$ cat src/sv/mcfe_pkg.sv
// shared types and constants of the motor command frame encoder
package mcfe_pkg;

  localparam int VAL_W  = 27;
  localparam int GAIN_W = 26;
  localparam int DIFF_W = 28;
  localparam int MODE_W = 3;
  localparam int CHAN_W = 2;
  localparam int ID_W   = 11;
  localparam int IDX_W  = 3;
  localparam int LANES  = 5;

  localparam logic [MODE_W-1:0] MODE_CONTROL = 3'd0;
  localparam logic [MODE_W-1:0] MODE_ENABLE  = 3'd1;
  localparam logic [MODE_W-1:0] MODE_DISABLE = 3'd2;
  localparam logic [MODE_W-1:0] MODE_ZERO    = 3'd3;
  localparam logic [MODE_W-1:0] MODE_PASSIVE = 3'd4;

  localparam logic [IDX_W-1:0] REG_POS_MIN   = 3'd0;
  localparam logic [IDX_W-1:0] REG_POS_MAX   = 3'd1;
  localparam logic [IDX_W-1:0] REG_VEL_MIN   = 3'd2;
  localparam logic [IDX_W-1:0] REG_VEL_MAX   = 3'd3;
  localparam logic [IDX_W-1:0] REG_TRQ_MIN   = 3'd4;
  localparam logic [IDX_W-1:0] REG_TRQ_MAX   = 3'd5;
  localparam logic [IDX_W-1:0] REG_STIFF_MAX = 3'd6;
  localparam logic [IDX_W-1:0] REG_DAMP_MAX  = 3'd7;

  localparam logic [7:0] BYTE_FILL    = 8'hFF;
  localparam logic [7:0] BYTE_ENABLE  = 8'hFC;
  localparam logic [7:0] BYTE_DISABLE = 8'hFD;
  localparam logic [7:0] BYTE_ZERO    = 8'hFE;
  localparam logic [3:0] NIBBLE_MASK  = 4'hF;

  typedef struct packed {
    logic [MODE_W-1:0] mode;
    logic [CHAN_W-1:0] channel;
    logic [ID_W-1:0]   id;
  } side_t;

endpackage

$ cat src/sv/mcfe_merge.sv
// packs lane codes or command bytes into the payload and registers it
module mcfe_merge import mcfe_pkg::*; #(
  parameter int QW = 16
) (
  input  logic                  clk_i,
  input  logic                  load_i,
  input  side_t                 side_i,
  input  logic [LANES-1:0][QW-1:0] code_i,
  input  logic [LANES-1:0]      err_i,
  output logic [CHAN_W-1:0]     channel_o,
  output logic [ID_W-1:0]       id_o,
  output logic [7:0][7:0]       bytes_o,
  output logic                  err_o
);

  logic [15:0]     cp;
  logic [11:0]     cv, ckp, ckd, ct;
  logic [7:0][7:0] bytes_d, bytes_q;
  logic            err_d, err_q;
  logic            is_cmd;
  logic [CHAN_W-1:0] channel_q;
  logic [ID_W-1:0]   id_q;

  assign cp  = 16'(code_i[0]);
  assign cv  = 12'(code_i[1]);
  assign ckp = 12'(code_i[2]);
  assign ckd = 12'(code_i[3]);
  assign ct  = 12'(code_i[4]);

  assign is_cmd = (side_i.mode == MODE_ENABLE) || (side_i.mode == MODE_DISABLE) ||
                  (side_i.mode == MODE_ZERO);

  always_comb begin
    bytes_d = '0;
    err_d   = 1'b0;
    if (is_cmd) begin
      for (int i = 0; i < 7; i++) begin
        bytes_d[i] = BYTE_FILL;
      end
      unique case (side_i.mode)
        MODE_ENABLE:  bytes_d[7] = BYTE_ENABLE;
        MODE_DISABLE: bytes_d[7] = BYTE_DISABLE;
        default:      bytes_d[7] = BYTE_ZERO;
      endcase
    end else begin
      bytes_d[0] = cp[15:8];
      bytes_d[1] = cp[7:0];
      bytes_d[2] = cv[11:4];
      bytes_d[3] = {cv[3:0] & NIBBLE_MASK, ckp[11:8]};
      bytes_d[4] = ckp[7:0];
      bytes_d[5] = ckd[11:4];
      bytes_d[6] = {ckd[3:0] & NIBBLE_MASK, ct[11:8]};
      bytes_d[7] = ct[7:0];
      err_d      = |err_i;
    end
  end

  always_ff @(posedge clk_i) begin
    if (load_i) begin
      bytes_q   <= bytes_d;
      err_q     <= err_d;
      channel_q <= side_i.channel;
      id_q      <= side_i.id;
    end
  end

  assign bytes_o   = bytes_q;
  assign err_o     = err_q;
  assign channel_o = channel_q;
  assign id_o      = id_q;

endmodule

$ cat config.mk
export PLATFORM = sky130hd
export DESIGN_NAME = mcfe_merge
export DESIGN_NICKNAME = d
export VERILOG_FILES = /design/src/sv/mcfe_pkg.sv /design/src/sv/mcfe_merge.sv
export SDC_FILE = /design/constraint.sdc
export NUM_CORES = 1
export LEC_CHECK = 0
export ABC_CLOCK_PERIOD_IN_PS = 2300
export BUFFER_PORTS_ARGS = -buffer_cell sky130_fd_sc_hd__buf_2
export CAP_MARGIN = 25
export CORE_UTILIZATION = 45
export CTS_CLUSTER_DIAMETER = 50
export CTS_CLUSTER_SIZE = 14
export DETAILED_ROUTE_END_ITERATION = 8
export HOLD_SLACK_MARGIN = 0.08
export PLACE_DENSITY = 0.81
export SETUP_SLACK_MARGIN = 0.4
export SLEW_MARGIN = 20
export SYNTH_ARGS = -nofsm -noshare
export SYNTH_HDL_FRONTEND = slang
export SYNTH_SLANG_ARGS = --single-unit
$ cat constraint.sdc
create_clock -name clk_i -period 2.3 [get_ports clk_i]
set_input_delay 0.46 -clock clk_i [delete_from_list [all_inputs] [get_ports clk_i]]
set_output_delay 0.46 -clock clk_i [all_outputs]
set_load 0.02 [all_outputs]
After elaboration in Yosys (flattened, before gate mapping)
Cells that the tools add are included.
W data, S select, Z words.
{"block": "totals", "memories": 0, "out_inout_bits": 78, "latch_bits": 0, "mem_bits_rw": 0, "mem_bits_ro": 0, "reg_bits": 78}
{"block": "op_classes", "reduce_logical": 3, "multipliers": 0, "bitwise": 0, "n_eq_ne": 3, "mux": 2, "addsub": 0, "n_shift": 0, "div": 0, "magnitude_cmp": 0}
{"cell": "$mux W64", "n": 1}
{"cell": "$eq A3 B2 Y1 const B", "n": 2}
{"cell": "$reduce_or A5 Y1", "n": 1}
{"cell": "$pmux W2 S2", "n": 1}
{"cell": "$eq A3 B1 Y1 const B", "n": 1}
{"cell": "$logic_or A1 B1 Y1", "n": 2}

Logic depth before layout (Yosys ltp)
{"block": "logic_depth", "ltp_word": 4, "mapped_depth": 3, "ltp_nobuf": 2}

Worst setup path before layout
Ideal clock, no wire load.
{"block": "synth_path", "kind": "in2reg", "startpoint": "in err_i[0]", "endpoint": "reg err_q (netlist: err_o) (data pin)", "slack_ns": 0.918, "path_buffers": 0, "stages": 2, "t_arrival_ns": 1.127, "cell_sequence": "or4_1 > o21a_1"}
{"block": "synth_between", "elab_chain_cells": 1}
{"item": "start, declared", "line": "mcfe_merge.sv:9", "source": "input logic [LANES-1:0] err_i,"}
{"item": "$reduce_or A5 Y1", "line": "mcfe_merge.sv:54", "source": "err_d = |err_i;"}
{"item": "end signal, assigned", "line": "mcfe_merge.sv:61", "source": "err_q <= err_d;"}
{"item": "end, declared", "line": "mcfe_merge.sv:19", "source": "logic err_d, err_q;"}
No other way between the ends.
A chain may end at the register's enable or synchronous reset.

Worst setup path in the final report
{"block": "layout_path", "startpoint": "reg bytes_q, in the netlist bytes_o[7]", "endpoint": "out bytes_o[7] (netlist name)"}
{"item": "start, declared", "line": "mcfe_merge.sv:18", "source": "logic [7:0][7:0] bytes_d, bytes_q;"}
{"item": "start signal, assigned", "line": "mcfe_merge.sv:60", "source": "bytes_q <= bytes_d;"}
{"item": "end, declared", "line": "mcfe_merge.sv:12", "source": "output logic [7:0][7:0] bytes_o,"}
No word-level cell between the ends.

==> flow_metrics.env <==
export IMPL_via_count=1827
export IMPL_worst_path_largest_cell_delay_ns=0.39
export IMPL_grt_antenna_before_repair=0
export IMPL_drive_gt1_share_pct=55.29
export IMPL_place_detailed_instances=390
export IMPL_cp_required_ns=1.84
export IMPL_rsz0062_at_grt="false"
export IMPL_status="finished, final reports clean"
export IMPL_drc=0
export IMPL_path_max_fanout=1
export IMPL_maximum_clock_path_buffer_count=2
export IMPL_tritoncts_num_sinks=78
export IMPL_final_max_slew_viol_count=0
export IMPL_floorplan_rows=28
export IMPL_stdcell_count=406
export IMPL_finalWorstPathRequiredPeriod_ns=1.361
export IMPL_cts_root_buf="sky130_fd_sc_hd__clkbuf_8"
export IMPL_antenna_cells_inserted=0
export IMPL_power_leakage_nw=1.705
export IMPL_synthDistinctLibCells=10
export IMPL_place_detailed_hpwl_mm=4.118
export IMPL_xor_and_xnor_fraction_of_the_mapped_netlist_area_pct=0
export IMPL_post_route_util_pct=65.50
export IMPL_critical_path_cell_chain="buf_2"
export IMPL_postSynthAreaPerCell_um2=18.34
export IMPL_io_buffer_count=164
export IMPL_critPathCaptureType="output port"
export IMPL_vdd_drop_max_mv=0.5505
export IMPL_grt_pass1_wl_mm=8.169
export IMPL_yosys_area_share_simple_pct=14.44
export IMPL_crit_path_start_kind="flop"
export IMPL_num_fill_cells=447
export IMPL_finalInstanceArea_um2=3924
export IMPL_worst_hold_class="in -> reg"
export IMPL_grt_pass1_vias=1692
export IMPL_clkTransAtPathRegs_ns=0.08
export IMPL_finalHoldWorstSlack_ns=0.2955
export IMPL_worst_slew_margin_rel_pct=72.45
export IMPL_netlist_instances=154
export IMPL_setup_total_negative_slack_ns=0
export IMPL_drv_max_cap_violation_count=0
export IMPL_placement_cell_area_um2=3759
export IMPL_tritoncts_num_buffers=9
export IMPL_family_of_cells_with_the_greatest_summed_delay_on_the_critical_path="flip-flops"
export IMPL_setup_ws_ns=0.9386
export IMPL_seq_area_frac_synth_pct=82.94
export IMPL_fmaxAchievable_ghz=0.7345
export IMPL_vias_per_cell=4.500
export IMPL_starting_density_pct=47.14
export IMPL_worst_pin_slew_ns=0.4132
export IMPL_worstSetupPathType="reg -> out"
export IMPL_fraction_of_the_cycle_the_final_worst_path_needs_pct=59.19
export IMPL_finalPower_mw=3.031
export IMPL_synth_fa_ha_area_share_pct=0
export IMPL_floorplan_die_area_um2=6596
export IMPL_width_of_the_die_um=81.22
export IMPL_post_cts_resized=0
export IMPL_antenna_violating_nets_post_route=0
export IMPL_average_wire_per_standard_cell_um=13.81
export IMPL_layout_nets=429
export IMPL_place_ws_ns=0.8011
export IMPL_worstPathBufferInverterCount=1
export IMPL_netlist_area_um2=2824
export IMPL_htreeDepth=3
export IMPL_final_setup_violating_endpoints=0
export IMPL_final_count_of_hold_timing_violations=0
export IMPL_drtPass1Iterations=4
export IMPL_cp_data_arrival_time_ns=0.90
export IMPL_pwr_density_cell_nw_per_um2=772.4
export IMPL_tritoncts="built"
export IMPL_wirelength_mm=5.606
export IMPL_synth_fp_nets=257
export IMPL_die_height_um=81.22
export IMPL_grt_overflow_total=0
export IMPL_synth_warning_count=0
export IMPL_area_growth_synth_to_final_pct=38.95
export IMPL_io_pins=181
export IMPL_gp_congestion=0.7603
export IMPL_post_cts_buffers=0
export IMPL_initialDrtViolationCount=92
export IMPL_synth_mux_area_fraction_pct=0
export IMPL_hold_buffers=0
export IMPL_grt_max_degree=65
export IMPL_synthesized_area_fraction_occupied_by_ao_oa_aoi_and_oai_cells_pct=1.418
export IMPL_synth_top_family_by_area="simple AND/OR/NAND/NOR gates"
export IMPL_synth_seq_cells=78
export IMPL_floorplan_core_area_um2=5991
export IMPL_critPathSlowestCell="sky130_fd_sc_hd__edfxtp_1"
export IMPL_grt_total_usage_pct=17.44
==> kinds of logic after synthesis <==
kind of cell    count (synthesis)
simple gates                   65
flops                          78
compound gates                  4
buf+inv                         7
==> layout by cell type (no fill, tap or decap) <==
cell,netlist,layout
sky130_fd_sc_hd__clkinvlp_4,0,3
sky130_fd_sc_hd__clkinv_1,0,1
sky130_fd_sc_hd__buf_12,0,2
sky130_fd_sc_hd__buf_4,0,2
sky130_fd_sc_hd__nand2b_1,63,63
sky130_fd_sc_hd__clkinv_2,0,3
sky130_fd_sc_hd__buf_2,6,163
sky130_fd_sc_hd__a22o_1,1,1
sky130_fd_sc_hd__nor2b_1,1,1
sky130_fd_sc_hd__or4_1,1,1
sky130_fd_sc_hd__clkbuf_8,0,9
sky130_fd_sc_hd__edfxtp_1,78,78
sky130_fd_sc_hd__a21oi_1,1,1
sky130_fd_sc_hd__o21a_1,1,1
sky130_fd_sc_hd__inv_1,1,1
sky130_fd_sc_hd__o21bai_4,1,1
==> cells in the mapped netlist, drive strengths merged <==
cell    instances  area, um^2
edfxtp         78        2342
a22o            1       8.760
a21oi           1       5.000
inv             1       3.750
nand2b         63       394.1
buf             6       30.03
nor2b           1       6.260
o21bai          1       18.77
o21a            1       7.510
or4             1       7.510
==> final timing paths <==
path	depth (start not counted)	from	end	slack [ns]
worst max-delay path	1	bytes_o[7]$_SDFFCE_PP1P_	bytes_o[7]	0.94
worst min-delay path	1	side_i[2]	id_o[2]$_DFFE_PP_	0.30
==> layout make-up <==
type                    count  area, um^2  share of cell area [%]
multi-input cells          69       447.9                   11.42
clock buffers               9       123.9                   3.157
flip-flops and latches     78        2342                   59.69
well taps                  75       93.84                   2.392
inverters                   1       3.754                 0.09566
repair buffers            167       870.8                   22.19
clock inverters             7       41.29                   1.052
==> routing by layer <==
layer	part of all wire (%)	vias to the layer above	GRT usage (%)
li1	-	890	-
met2	51	97	29.33
met3	8.4	12	5.056
met5	0	-	0
met4	2.0	0	9.464
met1	39	828	20.00
==> registers in the layout, summed over array words and instances, names as in the netlist <==
| signal | flops |
|---|---|
| bytes_o | 64 |
| channel_o | 2 |
| id_o | 11 |
| err_o | 1 |
==> report_power, final <==
part	leakage [nW]	total, mW	switching [mW]	internal, mW
Clock	0.0784	0.857	0.476	0.381
Sequential	0.770	1.73	0.0271	1.70
Combinational	0.856	0.447	0.276	0.171
Total	1.71	3.03	0.779	2.25
Power figures use the tool's default switching activity.
