[src/sv/mcfe_pkg.sv]
// shared types and constants of the motor command frame encoder
package mcfe_pkg;

  localparam int VAL_W  = 27;
  localparam int GAIN_W = 26;
  localparam int DIFF_W = 28;
  localparam int MODE_W = 3;
  localparam int CHAN_W = 2;
  localparam int ID_W   = 11;
  localparam int IDX_W  = 3;
  localparam int LANES  = 5;

  localparam logic [MODE_W-1:0] MODE_CONTROL = 3'd0;
  localparam logic [MODE_W-1:0] MODE_ENABLE  = 3'd1;
  localparam logic [MODE_W-1:0] MODE_DISABLE = 3'd2;
  localparam logic [MODE_W-1:0] MODE_ZERO    = 3'd3;
  localparam logic [MODE_W-1:0] MODE_PASSIVE = 3'd4;

  localparam logic [IDX_W-1:0] REG_POS_MIN   = 3'd0;
  localparam logic [IDX_W-1:0] REG_POS_MAX   = 3'd1;
  localparam logic [IDX_W-1:0] REG_VEL_MIN   = 3'd2;
  localparam logic [IDX_W-1:0] REG_VEL_MAX   = 3'd3;
  localparam logic [IDX_W-1:0] REG_TRQ_MIN   = 3'd4;
  localparam logic [IDX_W-1:0] REG_TRQ_MAX   = 3'd5;
  localparam logic [IDX_W-1:0] REG_STIFF_MAX = 3'd6;
  localparam logic [IDX_W-1:0] REG_DAMP_MAX  = 3'd7;

  localparam logic [7:0] BYTE_FILL    = 8'hFF;
  localparam logic [7:0] BYTE_ENABLE  = 8'hFC;
  localparam logic [7:0] BYTE_DISABLE = 8'hFD;
  localparam logic [7:0] BYTE_ZERO    = 8'hFE;
  localparam logic [3:0] NIBBLE_MASK  = 4'hF;

  typedef struct packed {
    logic [MODE_W-1:0] mode;
    logic [CHAN_W-1:0] channel;
    logic [ID_W-1:0]   id;
  } side_t;

endpackage

[src/sv/mcfe_lane.sv]
// one scaling lane: clamp, offset, multiply by full scale, pipelined long division
module mcfe_lane import mcfe_pkg::*; #(
  parameter int QW        = 16,
  parameter int CODE_BITS = 16
) (
  input  logic                     clk_i,
  input  logic [QW+1:0]            load_i,
  input  logic signed [DIFF_W-1:0] val_i,
  input  logic signed [DIFF_W-1:0] lo_i,
  input  logic signed [DIFF_W-1:0] hi_i,
  output logic [QW-1:0]            code_o,
  output logic                     err_o
);

  localparam int NW = DIFF_W + QW;
  localparam logic [QW-1:0] TOP = QW'((2**CODE_BITS) - 1);

  logic signed [DIFF_W-1:0] clamped;
  logic [DIFF_W-1:0]        diff_q, den_a_q, den_b_q;
  logic                     err_a_q, err_b_q;
  logic [NW-1:0]            num_q;

  logic [NW-1:0]     rem_q [QW];
  logic [QW-1:0]     quo_q [QW];
  logic [DIFF_W-1:0] den_q [QW];
  logic              err_q [QW];

  always_comb begin
    if (val_i > hi_i) begin
      clamped = hi_i;
    end else if (val_i < lo_i) begin
      clamped = lo_i;
    end else begin
      clamped = val_i;
    end
  end

  always_ff @(posedge clk_i) begin
    if (load_i[0]) begin
      err_a_q <= (hi_i <= lo_i);
      diff_q  <= DIFF_W'(clamped - lo_i);
      den_a_q <= DIFF_W'(hi_i - lo_i);
    end
    if (load_i[1]) begin
      err_b_q <= err_a_q;
      den_b_q <= den_a_q;
      num_q   <= NW'(diff_q) * NW'(TOP);
    end
  end

  // one quotient bit per stage, most significant first
  for (genvar j = 0; j < QW; j++) begin : g_div
    localparam int B = QW - 1 - j;
    logic [NW-1:0]     rem_in;
    logic [QW-1:0]     quo_in;
    logic [DIFF_W-1:0] den_in;
    logic              err_in;
    logic [NW-1:0]     trial;

    if (j == 0) begin : g_first
      assign rem_in = num_q;
      assign quo_in = '0;
      assign den_in = den_b_q;
      assign err_in = err_b_q;
    end else begin : g_next
      assign rem_in = rem_q[j-1];
      assign quo_in = quo_q[j-1];
      assign den_in = den_q[j-1];
      assign err_in = err_q[j-1];
    end

    assign trial = NW'(den_in) << B;

    always_ff @(posedge clk_i) begin
      if (load_i[j+2]) begin
        den_q[j] <= den_in;
        err_q[j] <= err_in;
        if (rem_in >= trial) begin
          rem_q[j] <= rem_in - trial;
          quo_q[j] <= quo_in | (QW'(1) << B);
        end else begin
          rem_q[j] <= rem_in;
          quo_q[j] <= quo_in;
        end
      end
    end
  end

  assign err_o  = err_q[QW-1];
  assign code_o = err_q[QW-1] ? '0 : quo_q[QW-1];

endmodule

[config.mk]
export PLATFORM = sky130hd
export DESIGN_NAME = mcfe_lane
export DESIGN_NICKNAME = d
export VERILOG_FILES = /design/src/sv/mcfe_pkg.sv /design/src/sv/mcfe_lane.sv
export SDC_FILE = /design/constraint.sdc
export NUM_CORES = 2
export LEC_CHECK = 0
export BUFFER_PORTS_ARGS = -buffer_cell sky130_fd_sc_hd__buf_2
export CAP_MARGIN = 40
export CORE_UTILIZATION = 45
export CTS_BUF_LIST = sky130_fd_sc_hd__clkbuf_4 sky130_fd_sc_hd__clkbuf_8
export DETAILED_ROUTE_END_ITERATION = 7
export HOLD_SLACK_MARGIN = 0.06
export PLACE_DENSITY = 0.7
export SETUP_SLACK_MARGIN = 0.5
export SYNTH_ARGS = -nofsm -noshare
export SYNTH_HDL_FRONTEND = slang
export SYNTH_SLANG_ARGS = --single-unit
[constraint.sdc]
create_clock -name clk_i -period 7.1 [get_ports clk_i]
set_input_delay 1.065 -clock clk_i [delete_from_list [all_inputs] [get_ports clk_i]]
set_output_delay 1.065 -clock clk_i [all_outputs]
set_load 0.02 [all_outputs]
# ---- Yosys cells after proc, flatten, opt, wreduce, memory -nomap -nowiden
# Memories as Yosys holds them, arrays and structs flattened.
# Cells that the tools add are included.
# W data, S select, Z words.
dict set report op_classes {
  n_addsub 18
  multipliers 1
  magnitude_cmp 19
  muxes 163
  bitwise_logic 32
}
# op count
set ops {}
lappend ops {{$mux W44} 16}
lappend ops {{$mux W16} 17}
lappend ops {{$mux W1} 128}
lappend ops {{$mux W28} 2}
lappend ops {{$sub A28 B28 Y28} 2}
lappend ops {{$ge A44 B28 Y1} 1}
lappend ops {{$ge A44 B29 Y1} 1}
lappend ops {{$ge A44 B30 Y1} 1}
lappend ops {{$ge A44 B31 Y1} 1}
lappend ops {{$ge A44 B32 Y1} 1}
lappend ops {{$ge A44 B33 Y1} 1}
lappend ops {{$ge A44 B34 Y1} 1}
lappend ops {{$ge A44 B35 Y1} 1}
lappend ops {{$ge A44 B36 Y1} 1}
lappend ops {{$ge A44 B37 Y1} 1}
lappend ops {{$ge A44 B38 Y1} 1}
lappend ops {{$ge A44 B39 Y1} 1}
lappend ops {{$ge A44 B40 Y1} 1}
lappend ops {{$ge A44 B41 Y1} 1}
lappend ops {{$ge A44 B42 Y1} 1}
lappend ops {{$ge A44 B43 Y1} 1}
lappend ops {{$mul A28 B16 Y44 const B} 1}
lappend ops {{$sub A44 B28 Y44} 1}
lappend ops {{$sub A44 B29 Y44} 1}
lappend ops {{18 further kinds} 49}
dict set report totals {
  ff_bits 130
  ramBits 1424
  in_bits 103
  out_inout_bits 17
  elab_cells 243
  n_memories 4
}
# memory depth width rd rd_clocked_by_memory_dff write_ports line_no
set mem_list {}
lappend mem_list {rem_q 16 44 15 0 16 mcfe_lane.sv:23} ;# logic [NW-1:0] rem_q [QW];
lappend mem_list {den_q 16 28 15 0 16 mcfe_lane.sv:25} ;# logic [DIFF_W-1:0] den_q [QW];
lappend mem_list {quo_q 16 16 16 0 16 mcfe_lane.sv:24} ;# logic [QW-1:0] quo_q [QW];
lappend mem_list {err_q 16 1 16 0 16 mcfe_lane.sv:26} ;# logic err_q [QW];

# ---- Longest topological paths before layout
# An unclocked memory read counts as a cell.
dict set report depth {
  ltp_word 6
  ltp_mapped 25
  depth_no_buf 25
}

# ---- Worst setup path before layout
# No wires, ideal clock.
dict set report synth_timing {
  path_kind {register -> register}
  start {register diff_q[9]}
  end {register num_q[42] (netlist: g_div[0].rem_in[42]), data pin}
  setup_time_ns 0.272
  t_arrival_ns 6.334
  t_required_ns 6.828
  slack_ns 0.494
  stages_incl_launch_ff 24
  path_buffers 1
  synth_period_minus_slack_ns 6.606
  path_cell_list {edfxtp_1 > inv_1 > fa_1 > fa_1 > inv_1 > ha_1 > xor2_1 > fa_1 > inv_1 > fa_1 > inv_1 > fa_1 > inv_1 > ha_1 > clkbuf_1 > a22o_1 > nor3_1 > a2111oi_2 > o21ai_1 > a21oi_2 > a41oi_1 > o31ai_1 > nor2_1 > or4_1}
}
dict set report synth_between {
  elab_chain_cells 1
}
# element line_no
set synth_lines {}
lappend synth_lines {{start: declaration} mcfe_lane.sv:19} ;# logic [DIFF_W-1:0] diff_q, den_a_q, den_b_q;
lappend synth_lines {{start signal: assignment} mcfe_lane.sv:41} ;# diff_q <= DIFF_W'(clamped - lo_i);
lappend synth_lines {{$mul A28 B16 Y44} mcfe_lane.sv:47} ;# num_q <= NW'(diff_q) * NW'(TOP);
lappend synth_lines {{end signal: assignment} mcfe_lane.sv:47}
lappend synth_lines {{end: declaration} mcfe_lane.sv:21} ;# logic [NW-1:0] num_q;
# No other way between the ends.
# A chain may end at the register's enable or synchronous reset.

# ---- Final worst setup path
dict set report layout_timing {
  start {register diff_q[12]}
  end {register num_q[42] (netlist: g_div[0].rem_in[42]), data pin}
}
# The elaborated chain is that of the path after synthesis.

==> metrics.md <==
| Metric | Value |
|---|---|
| P&R area growth vs syn | 11.6% |
| Drt drc | 0 |
| Vias/cell | 5.48 |
| Critical path class | reg2reg |
| Number of cell rows | ~160 |
| Htree depth | 4 |
| Wire length per cell | 19.1 um |
| Drt pass-1 iters | 6 |
| Vias in the first global route | 59,200 |
| Final RePlAce weighted congestion | 1.01 |
| Core ar. | 188,000 sq um |
| Dpl hpwl | 164 mm |
| Synth cell types | 99 |
| WHS Path Cells | 1 |
| Top-area cell type share of the netlist area | 0.481 |
| Cells after Synth | between 7,000 and 8,000 |
| Clock Path Buffers | 3 |
| Seq/Total Area, Yosys | 0.481 |
| Largest cells by area after synthesis | edfxtp_1, ha_1, fa_1 |
| Number of nets with antenna violations after routing | 0 |
| Initial Util | 0.453 |
| Min-delay worst type | in2reg |
| Max_slew headroom | 0.348 |
| Root buffer cell | clkbuf_8 |
| Latest clock arrival within the worst-skew pair | 980 ps |
| Syn_nets | 8,734 |
| Syn Area/Cell | 11.0 sq um |
| Ys async rst share | 0 |
| Final setup TNS | 0 ps |
| Primary FF master, synth | edfxtp_1 |
| First-pass GRT wire length | 320 mm |
| Outcome | complete, no violations |
| Period utilization | 0.924 |
| Ports | 120 |
| CTS buffer count | 220 |
| MaxCap Viol Count | 0 |
| Yosys reg bits | 1,362 |
| Initial DRC Count | 4,123 |
| Initial antenna violation count | 12 |
| Routed wire length | 205 mm |
| Final Max Slew Viols | 0 |
| Die outline width | 437 um |
| CTS tree | done |
| Largest net degree at the start of global routing | 76 |
| WP data required | 7790 ps |
| Fillers | 16,200 |
| Worst r2r path cells | 21 |
| Clock Pin Slew Worst Setup and Hold Paths | 60 ps |
| Yosys warns | 0 |
| Synthesized area | 85,000 sq um |
| GRT Residual Overflow | 0 |
| Critical path fanouts, max | 3 |
| Worst Setup Start Kind | register |
| Die Height | 437 um |
| RSZ-0062 raised after global routing | yes |
| Final nets | 9,065 |
| CTS Hold Buffers Added | 0 |
| Final setup vio count | 0 |
| Worst Skew | between 60 and 70 ps |
| Post-layout min period | about 6600 ps |
| Final hold vios | 0 |
| Fmax | 152 MHz |
| Worst-margin pin slew | roughly 1000 ps |
| Total GRT Usage | 0.213 |
| Worst setup EP type | register |
| Number of flops mapped to enable cells by yosys | 1,362 |
| # clock sinks | 1,362 |
| Yosys top cell by area | edfxtp_1 |
| Via count | roughly 59,000 |
| Die area | between 150,000 and 200,000 sq um |
| Buffers on Ports | 119 |
| Crit path DAT | 7260 ps |
| Share of layout cells above drive strength 1 | 0.107 |
Yosys cell counts (all sizes together) (128+ instances only):
master  instances
clkbuf        128
nand3         148
nor2          400
inv           969
a21o          272
fa            244
xor2          240
xnor2         294
ha            668
edfxtp       1362
nand2         557
a21oi         505
o21ai         490
timing repair:
| action | CTS | global route |
|---|---|---|
| buffers inserted | 22 | 44 |
| resized for setup | 62 | 84 |
| pin swaps | 41 | 96 |
| setup endpoints to repair | 14 | 13 |
placed cells by master (no fill, tap or decap), drive strengths merged, types with 19 or more instances in the layout:
cell type,count
nor4,77
xor2,240
fa,244
o211ai,30
or3,45
or4,20
nand3,148
a21o,272
mux2,73
nor2b,90
nor3,125
xnor2,294
a2111oi,19
a31oi,60
o21bai,54
ha,668
a21oi,505
o21ai,490
edfxtp,1362
o221ai,34
clkinv,108
mux2i,20
a21boi,19
buf,262
o31ai,58
or2,25
o21a,62
nand2b,103
nand4,95
and2,28
inv,978
a211oi,55
nand2,557
clkbuf,262
bufinv,25
and3,51
nor4b,21
nor2,400
worst max-delay path, stage by stage (launching register included):
cell and delay (ps):
edfxtp_1 410, buf_6 150, fa_2 480, buf_4 170, fa_2 630, fa_2 490
fa_1 470, fa_1 530, inv_1 60, fa_1 530, inv_1 60, ha_4 210
a21o_1 150, a21o_1 180, a21oi_2 160, nor2_2 60, a211oi_2 260, a21oi_2 110
a41oi_2 340, o31ai_2 120, nor4bb_2 200, or4_1 520
sequential cells by signal, summed over array words and instances (netlist names):
signal	flops
err_b_q	1
err_a_q	1
quo_q	136
den_b_q	28
rem_q	660
diff_q	28
den_a_q	28
err_q	16
den_q	420
g_div.rem_in	44
area by class of cell:
type / instances / area, sq um / share of cell area
tap: 2495 / 3120 / 0.0329
antenna: 1 / 2.50 / 0.0000264
clock inverter: 147 / 1470 / 0.0155
inverter: 970 / 3640 / 0.0384
multi-input combinational: 5232 / 40500 / 0.427
sequential: 1362 / 40900 / 0.431
timing repair buffer: 264 / 1860 / 0.0196
clock buffer: 261 / 3340 / 0.0352
cell families (layout without fill, tap and decap cells):
group / after synthesis / count (layout) / synth area share
buf+inv: 1125 / 1642 / 0.0502
flops: 1362 / 1362 / 0.481
other cells: 0 / 1 / 0
simple gates: 1862 / 1862 / 0.108
fa+ha+maj: 912 / 912 / 0.156
mux: 93 / 93 / 0.0122
compound gates: 1831 / 1831 / 0.137
xor+xnor: 534 / 534 / 0.0550
path summary, 6_finish.rpt:
| check | end | from | slack (ps) |
|---|---|---|---|
| worst max-delay path | g_div[0].rem_in[42] | diff_q[12] | 540 |
| worst min-delay path | rem_q[0][43] | load_i[2] | 370 |
| worst max register to register | g_div[0].rem_in[42] | diff_q[12] | 540 |
| worst min register to register | quo_q[0][79] | quo_q[0][63] | 380 |
stage by stage:
stage | hold slack [ps] | std cells | instance area (sq um) | worst slack (ps) | utilization
floorplan | 400 | 7719 | 85000 | 536 | -
global placement | 400 | 10200 | 88700 | 112 | 0.473
detailed placement | 405 | 10300 | 88800 | 31.4 | 0.474
CTS | 267 | 10700 | 94100 | 479 | 0.502
global route | 303 | 10700 | 94800 | 341 | 0.505
finish | 367 | 10700 | 94800 | 537 | 0.505
per-layer routing:
| layer | up-vias | track usage | wire (um) |
|---|---|---|---|
| li1 | 28600 | - | - |
| met1 | 28100 | 0.243 | 81100 |
| met2 | 1586 | 0.391 | 105000 |
| met3 | 491 | 0.0296 | 8790 |
| met4 | 2 | 0.0997 | 9720 |
| met5 | - | 0 | 13 |
Power is left out: the tool's default activity adds up to more than one toggle a clock period on the data nets, which glitch-free logic cannot reach.
